## src/design/mcs_pkg.sv

```systemverilog
`default_nettype none

package mcs_pkg;

  localparam int unsigned WORD_W  = 32;
  localparam int unsigned COUNT_W = 3;

  localparam logic [WORD_W-1:0]  CRC_POLY  = 32'hEDB8_8320;
  localparam logic [WORD_W-1:0]  ALL_ONES  = 32'hFFFF_FFFF;
  localparam logic [COUNT_W-1:0] MAX_BYTES = 3'd4;

  // Algorithm codes of the mode register.
  localparam logic MODE_XOR = 1'b0;
  localparam logic MODE_CRC = 1'b1;

  typedef struct packed {
    logic [WORD_W-1:0]  data_word;
    logic [COUNT_W-1:0] byte_count;
    logic               first;
  } mcs_item_t;

  // Effect of a single register bit after a number of reflected CRC shift
  // steps with zero data. Called with constant arguments to build XOR matrices.
  function automatic logic [WORD_W-1:0] crc_col(input int nbytes, input int bitpos);
    logic [WORD_W-1:0] v;
    v = '0;
    v[bitpos] = 1'b1;
    for (int k = 0; k < 8 * nbytes; k++) begin
      if (v[0]) begin
        v = (v >> 1) ^ CRC_POLY;
      end else begin
        v = v >> 1;
      end
    end
    return v;
  endfunction

endpackage

`default_nettype wire

```

## src/design/multimode_checksum_stream_top.sv

```systemverilog
// Streaming checksum engine, XOR-rotate or reflected CRC-32 (IEEE).
//
// Input channel (in_valid / in_stall): one transaction carries a little-endian
// data_word, a byte_count of valid low bytes (0 takes in nothing, 5 to 7 act
// as 4) and a first flag that reloads the running value for a new message.
// Output channel (out_valid / out_stall): one transaction per input carries
// the finalized checksum so far (inverted in CRC mode) and the byte total.
// Configuration channel (cfg_valid / cfg_ready): writes the mode bit, 0 for
// XOR-rotate and 1 for CRC. It is always ready and must only be written while
// no transaction is in flight.
//
// An accepted transaction is held in the input register, is computed in a
// single combinational pass and lands in the result register, which offers
// it. Throughput is one transaction per cycle unless the output stalls, as
// the running value is updated in the same combinational pass.
// A stalled result holds; the input register keeps taking one more
// transaction, after which in_stall rises until the output drains.
// Reset (rst, synchronous) empties both registers, sets CRC mode, loads the
// running value with all ones and clears the byte total.
`default_nettype none

module multimode_checksum_stream_top (
  input  wire logic        clk,
  input  wire logic        rst,
  input  wire logic        in_valid,
  output logic             in_stall,
  input  wire logic [31:0] data_word,
  input  wire logic [2:0]  byte_count,
  input  wire logic        first,
  output logic             out_valid,
  input  wire logic        out_stall,
  output logic [31:0]      checksum,
  output logic [31:0]      bytes_total,
  input  wire logic        cfg_valid,
  output logic             cfg_ready,
  input  wire logic        mode
);
  import mcs_pkg::*;

  logic        algo;
  logic [31:0] running_value;
  logic [31:0] byte_tally;
  logic        s1_valid;
  mcs_item_t   s1_item;
  logic        advance;
  logic        in_accept;
  logic [31:0] value_next;
  logic [31:0] tally_next;

  // The configuration register has no side effects, so it never waits.
  assign cfg_ready = 1'b1;

  // The input register moves forward whenever the result register is free
  // or being emptied in the same cycle.
  assign advance   = s1_valid && (!out_valid || !out_stall);
  assign in_stall  = s1_valid && !advance;
  assign in_accept = in_valid && !in_stall;

  always_ff @(posedge clk) begin
    if (rst) begin
      algo <= MODE_CRC;
    end else if (cfg_valid && cfg_ready) begin
      algo <= mode;
    end
  end

  always_ff @(posedge clk) begin
    if (rst) begin
      s1_valid <= 1'b0;
    end else if (in_accept) begin
      s1_valid <= 1'b1;
    end else if (advance) begin
      s1_valid <= 1'b0;
    end
  end

  always_ff @(posedge clk) begin
    if (in_accept) begin
      s1_item.data_word  <= data_word;
      s1_item.byte_count <= byte_count;
      s1_item.first      <= first;
    end
  end

  mcs_core u_core (
    .algo          (algo),
    .item          (s1_item),
    .running_value (running_value),
    .byte_tally    (byte_tally),
    .value_next    (value_next),
    .tally_next    (tally_next)
  );

  // The running state advances together with the result register.
  always_ff @(posedge clk) begin
    if (rst) begin
      running_value <= ALL_ONES;
      byte_tally    <= '0;
    end else if (advance) begin
      running_value <= value_next;
      byte_tally    <= tally_next;
    end
  end

  always_ff @(posedge clk) begin
    if (rst) begin
      out_valid <= 1'b0;
    end else if (advance) begin
      out_valid <= 1'b1;
    end else if (!out_stall) begin
      out_valid <= 1'b0;
    end
  end

  always_ff @(posedge clk) begin
    if (advance) begin
      checksum    <= (algo == MODE_CRC) ? ~value_next : value_next;
      bytes_total <= tally_next;
    end
  end

`ifndef ASSERT_OFF
  a_no_stall_when_out_empty: assert property (@(posedge clk) disable iff (rst)
    !out_valid |-> !in_stall)
    else $error("input stalled while result register empty");

  a_stall_needs_item: assert property (@(posedge clk) disable iff (rst)
    in_stall |-> s1_valid)
    else $error("input stalled with empty input register");

  a_empty_restart_tally: assert property (@(posedge clk) disable iff (rst)
    (advance && s1_item.first && (s1_item.byte_count == 3'd0)) |=> (bytes_total == 32'd0))
    else $error("restart with no bytes left a nonzero total");

  a_empty_restart_crc: assert property (@(posedge clk) disable iff (rst)
    (advance && (algo == MODE_CRC) && s1_item.first && (s1_item.byte_count == 3'd0))
      |=> (checksum == 32'd0))
    else $error("empty CRC restart did not give a zero checksum");
`endif

endmodule

`default_nettype wire

```

## src/design/mcs_core.sv

```systemverilog
`default_nettype none

module mcs_core (
  input  wire logic               algo,
  input  wire mcs_pkg::mcs_item_t item,
  input  wire logic [31:0]        running_value,
  input  wire logic [31:0]        byte_tally,
  output logic [31:0]             value_next,
  output logic [31:0]             tally_next
);
  import mcs_pkg::*;

  logic [COUNT_W-1:0] count;
  logic [WORD_W-1:0]  base;
  logic [WORD_W-1:0]  tally_base;
  logic [WORD_W-1:0]  mixed;
  logic [WORD_W-1:0]  crc_by_len [4];
  logic [WORD_W-1:0]  xor_full;
  logic [WORD_W-1:0]  byte_mask;

  assign count = (item.byte_count > MAX_BYTES) ? MAX_BYTES : item.byte_count;

  // A first flag reloads the running value before the word is taken in.
  assign base       = item.first ? ((algo == MODE_CRC) ? ALL_ONES : '0) : running_value;
  assign tally_base = item.first ? '0 : byte_tally;

  // Only the valid low bytes of the word are mixed in.
  assign mixed = base ^ (item.data_word & byte_mask);

  // The CRC over n bytes is linear: each bit of (crc ^ data) below 8n
  // contributes a fixed column, bits above simply shift right by 8n.
  for (genvar n = 0; n < 4; n++) begin : g_len
    logic [WORD_W-1:0] acc;
    always_comb begin
      acc = '0;
      for (int j = 0; j < WORD_W; j++) begin
        if (mixed[j]) begin
          acc = acc ^ crc_col(n + 1, j);
        end
      end
      crc_by_len[n] = acc;
    end
  end

  assign xor_full = {mixed[WORD_W-2:0], mixed[WORD_W-1]};

  always_comb begin
    case (count)
      3'd1:    byte_mask = 32'h0000_00FF;
      3'd2:    byte_mask = 32'h0000_FFFF;
      3'd3:    byte_mask = 32'h00FF_FFFF;
      default: byte_mask = ALL_ONES;
    endcase
  end

  always_comb begin
    value_next = base;
    if (count != '0) begin
      if (algo == MODE_CRC) begin
        value_next = crc_by_len[count[1:0] - 2'd1];
      end else if (count == MAX_BYTES) begin
        value_next = xor_full;
      end else begin
        value_next = mixed;
      end
    end
  end

  assign tally_next = tally_base + {{(WORD_W-COUNT_W){1'b0}}, count};

endmodule

`default_nettype wire

```

## config.mk

```make
export PLATFORM = sky130hd
export DESIGN_NAME = multimode_checksum_stream_top
export DESIGN_NICKNAME = d
export VERILOG_FILES = /design/src/design/mcs_pkg.sv /design/src/design/multimode_checksum_stream_top.sv /design/src/design/mcs_core.sv
export SDC_FILE = /design/constraint.sdc
export NUM_CORES = 1
export LEC_CHECK = 0
export ABC_CLOCK_PERIOD_IN_PS = 8700
export BUFFER_PORTS_ARGS = -buffer_cell sky130_fd_sc_hd__buf_2
export CAP_MARGIN = 0
export CELL_PAD_IN_SITES_DETAIL_PLACEMENT = 0
export CELL_PAD_IN_SITES_GLOBAL_PLACEMENT = 1
export CORE_MARGIN = 5
export CORE_UTILIZATION = 45
export DETAILED_ROUTE_END_ITERATION = 6
export PLACE_DENSITY = 0.85
export SETUP_SLACK_MARGIN = 0.3
export SLEW_MARGIN = 0
export SYNTH_ARGS = -nofsm -noshare
export SYNTH_HDL_FRONTEND = slang
export SYNTH_SLANG_ARGS = --single-unit
```

## constraint.sdc

```tcl
create_clock -name clk -period 8.7 [get_ports clk]
set_clock_uncertainty 0.2 [all_clocks]
set_input_delay 0.87 -clock clk [delete_from_list [all_inputs] [get_ports clk]]
set_output_delay 0.87 -clock clk [all_outputs]
set_load 0.01 [all_outputs]
```

==> run_results.csv <==
group,metric,value,unit
outcome,status,"complete, but fails checks",
outcome,violations,"design-rule violations",
placed_design,dp_hpwl,48.59,mm
routing,vias,13684,
timing,setup-tns-final,0,ns
synthesis,ys_types,92,
setup_path,cpPeakStageDelay,0.94,ns
global_route,grt_pass1_wl,94.31,mm
routing,drt_iter0_drc,1767,
floorplanning,rows,70,
setup_path,slowest_stage,"xnor2_1",
power,p_clk_frac,0.125,
power,p_int,3.375,mW
cts,clkSinkCount,167,
placed_design,io_buffers,107,
global_route,antenna_found_initial,0,
timing,rsz0062_at_grt,"no",
timing,fin_crit,5.629,ns
routing,drc,2,
placed_design,pre_cts_slack,3.245,ns
timing,drv_slew,0,
cts,root_buffer,"clkbuf_16",
setup_path,cp-start-kind,"register",
cts,clock_latency,0.45,ns
floorplanning,fp.coreArea,36430,um^2
timing,fin_ws,3.071,ns
cts,cts_setup_buffers,0,
routing,via_per_inst,6.131,
routing,first_pass_iters,7,
run,drv_cap,0,
timing,fin_crit_sh,0.6471,
floorplanning,start_util,0.4535,
layout,layout-drive-gt1-share,0.1621,
cts,clockBufferDepth,2,
global_route,track_usage,0.3181,
cts,h-tree-depth,4,
global_route,grt_overflow,0,
worst_hold_path,hold_path.class,"register to register",
synthesis,ys.flop_type,"edfxtp_1",
synthesis,syn_avg_cell_area,9.795,um^2
global_route,grt_start_max_net_pins,106,
cts,cts-buffers-inserted,17,
synthesis,yosysSeqAreaShare,0.2629,
global_route,first_global_vias,13070,
power,combPwrFrac,0.707,
power,power_switching,2.883,mW
power,powerDensity,344.8,nW/um^2
floorplanning,die_x,201.6,um
synthesis,ys_ff_latch,167,
synthesis,synthesis.nets,1736,
cts,post_cts_resized,0,
routing,routedWlPerCell,29.63,um
power,pwr-share-seq,0.168,
setup_path,critPathMaxFanout,26,
setup_path,critPathCaptureType,"register",
layout,nNetsFinal,1801,
timing,fmax,177.6,MHz
layout,syn_to_final_growth,9.852,%
synthesis,netlist_area,16520,um^2
synthesis,synth.yosys.warnings,0,
power,p_sw_frac,0.4607,
setup_path,cp.required,8.68,ns
power,leakage,7.089,nW
timing,setup_violations,0,
setup_path,crit_type,"register to register",
timing,maxSlewHeadroom,0.05701,
cts,clk_pin_slew_worst_paths,0.07,ns
layout,antenna_cells,0,
layout,n_fill_cell,3370,
timing,hold_viol,0,
synthesis,synthArstFlopShare,0,
synthesis,synth_edf_count,100,
routing,ant_nets,0,
routing,drt-total-wl,66.13,mm
floorplanning,pin_count,109,
power,peakVddDrop,0.1501,mV
synthesis,synthCells,1687,
power,finalPower,6.258,mW
placed_design,gp_congestion,1.057,
floorplanning,dieArea,40650,um^2
setup_path,crit_arrival,5.61,ns
cts,cts_tree,"done",
floorplanning,die-height,201.6,um
setup_path,crit_chain,"buf_4, inv_1, nand2_1, inv_1, ha_1, o21ai_0, xnor2_1, xnor3_1, xor3_1, mux4_2, a21oi_2, xnor2_1",
cts,hold_buffers,0,
timing,tightest_slew,1.409,ns
[final timing paths]
kind | startpoint | to | slack (ns) | depth (start not counted)
worst min-delay path | byte_tally[2] | byte_tally[2] | 0.26 | 2
worst min register to register | byte_tally[2] | byte_tally[2] | 0.26 | 2
worst max-delay path | s1_item[3] | checksum[31] | 3.07 | 12
worst max register to register | s1_item[3] | checksum[31] | 3.07 | 12
[layout make-up]
cell class	instances	area, um^2	share of cell area
multi-input combinational	1383	11590	0.6384
sequential	167	4348	0.2395
timing repair buffer	163	968.4	0.05335
tap	468	585.6	0.03226
clock buffer	19	442.9	0.02440
clock inverter	12	141.4	0.007789
inverter	20	77.57	0.004274
[synth_stat cells (6+ instances only)]
library cell | number | share of area
o21ai_0 | 77 | 0.023
o221ai_1 | 7 | 0.0037
a31oi_1 | 11 | 0.0042
o211ai_1 | 10 | 0.0045
xnor2_1 | 346 | 0.18
a22oi_1 | 10 | 0.0045
nand2_1 | 134 | 0.030
o31ai_1 | 7 | 0.0032
a21o_1 | 13 | 0.0059
ha_1 | 6 | 0.0045
xor2_2 | 13 | 0.013
nand3_1 | 14 | 0.0042
buf_2 | 10 | 0.0030
xor3_1 | 9 | 0.013
xnor3_1 | 83 | 0.11
mux2i_1 | 30 | 0.018
clkbuf_1 | 84 | 0.019
edfxtp_1 | 100 | 0.18
a211oi_1 | 21 | 0.0095
buf_4 | 10 | 0.0045
inv_1 | 15 | 0.0034
nor2_1 | 164 | 0.037
and2_1 | 6 | 0.0023
xor2_4 | 7 | 0.012
o22ai_1 | 18 | 0.0068
o22a_1 | 6 | 0.0032
nor2b_1 | 8 | 0.0030
and3_1 | 11 | 0.0042
xor2_1 | 103 | 0.055
dfxtp_1 | 67 | 0.081
nor3_1 | 23 | 0.0070
buf_6 | 7 | 0.0048
a21oi_1 | 96 | 0.029
or3_1 | 6 | 0.0023
xnor2_2 | 22 | 0.022
o21ai_1 | 11 | 0.0033
a221oi_1 | 7 | 0.0037
[cells by family after synthesis]
| family | count (synthesis) | synth area share |
|---|---|---|
| multiplexers | 47 | 0.03703 |
| AO/OA/AOI/OAI | 351 | 0.1387 |
| buffers and inverters | 137 | 0.03741 |
| XOR/XNOR | 585 | 0.4134 |
| flip-flops | 167 | 0.2629 |
| adder cells (fa/ha/maj) | 7 | 0.005755 |
| AND/OR/NAND/NOR | 392 | 0.1046 |
| other | 1 | 0.0002270 |
[critical path, delay by kind of cell (launching register included)]
kind	cells	cell delay, ns
AO/OA/AOI/OAI	2	0.56
flip-flops	1	0.36
AND/OR/NAND/NOR	1	0.18
XOR/XNOR	4	2.14
adder cells (fa/ha/maj)	1	0.70
multiplexers	1	0.58
buffers and inverters	3	0.61
[per-stage QoR]
stage,area (um^2),std cells,hold WS [ns],util
final,18150,2232,0.2617,0.4982
after global routing,18150,2232,0.2753,0.4982
after CTS,18150,2232,0.2607,0.4982
after detailed placement,17570,2201,0.2492,0.4821
after global placement,17570,2201,0.2400,0.4821
after floorplan,16520,1687,0.2318,-
[metal layers]
layer / share of wire / GRT usage
met5: 0 / 0
met4: 0.061 / 0.1570
met3: 0.11 / 0.08928
met2: 0.44 / 0.4876
met1: 0.39 / 0.4142
[cell usage in the layout, fill, tap and decap left out, types with 7 or more instances in the layout]
cell / netlist / routed
xnor2_2: 22 / 23
a21oi_1: 96 / 96
inv_1: 15 / 15
a31oi_1: 11 / 11
o22ai_1: 18 / 18
nor2_1: 164 / 163
edfxtp_1: 100 / 100
o21ai_1: 11 / 11
nor3_1: 23 / 23
o31ai_1: 7 / 7
xnor3_1: 83 / 83
xor3_1: 9 / 9
xor2_4: 7 / 7
buf_4: 10 / 55
dfxtp_1: 67 / 66
xor2_1: 103 / 103
nand3_1: 14 / 14
o21ai_0: 77 / 77
o211ai_1: 10 / 10
clkbuf_16: 0 / 17
a221oi_1: 7 / 7
and3_1: 11 / 11
xor2_2: 13 / 13
mux2i_1: 30 / 30
a21o_1: 13 / 13
o221ai_1: 7 / 7
buf_2: 10 / 107
a211oi_1: 21 / 21
xnor2_1: 346 / 345
a22oi_1: 10 / 10
nand2_1: 134 / 133
[flip-flops by register name, summed over array words and instances (netlist names)]
signal         cells
s1_item           36
algo               1
s1_valid           1
bytes_total       32
running_value     32
checksum          32
out_valid          1
byte_tally        32
[power by group through the flow]
stage / Combinational, mW / Sequential, mW / Clock (mW)
final: 4.42 / 1.05 / 0.783
after global placement: 4.32 / 1.06 / 0
after floorplan: 3.05 / 1.03 / 0
after CTS: 4.30 / 1.05 / 0.797
after global routing: 4.58 / 1.06 / 0.827
after detailed placement: 4.27 / 1.06 / 0
(Power assumes the default switching activity.)
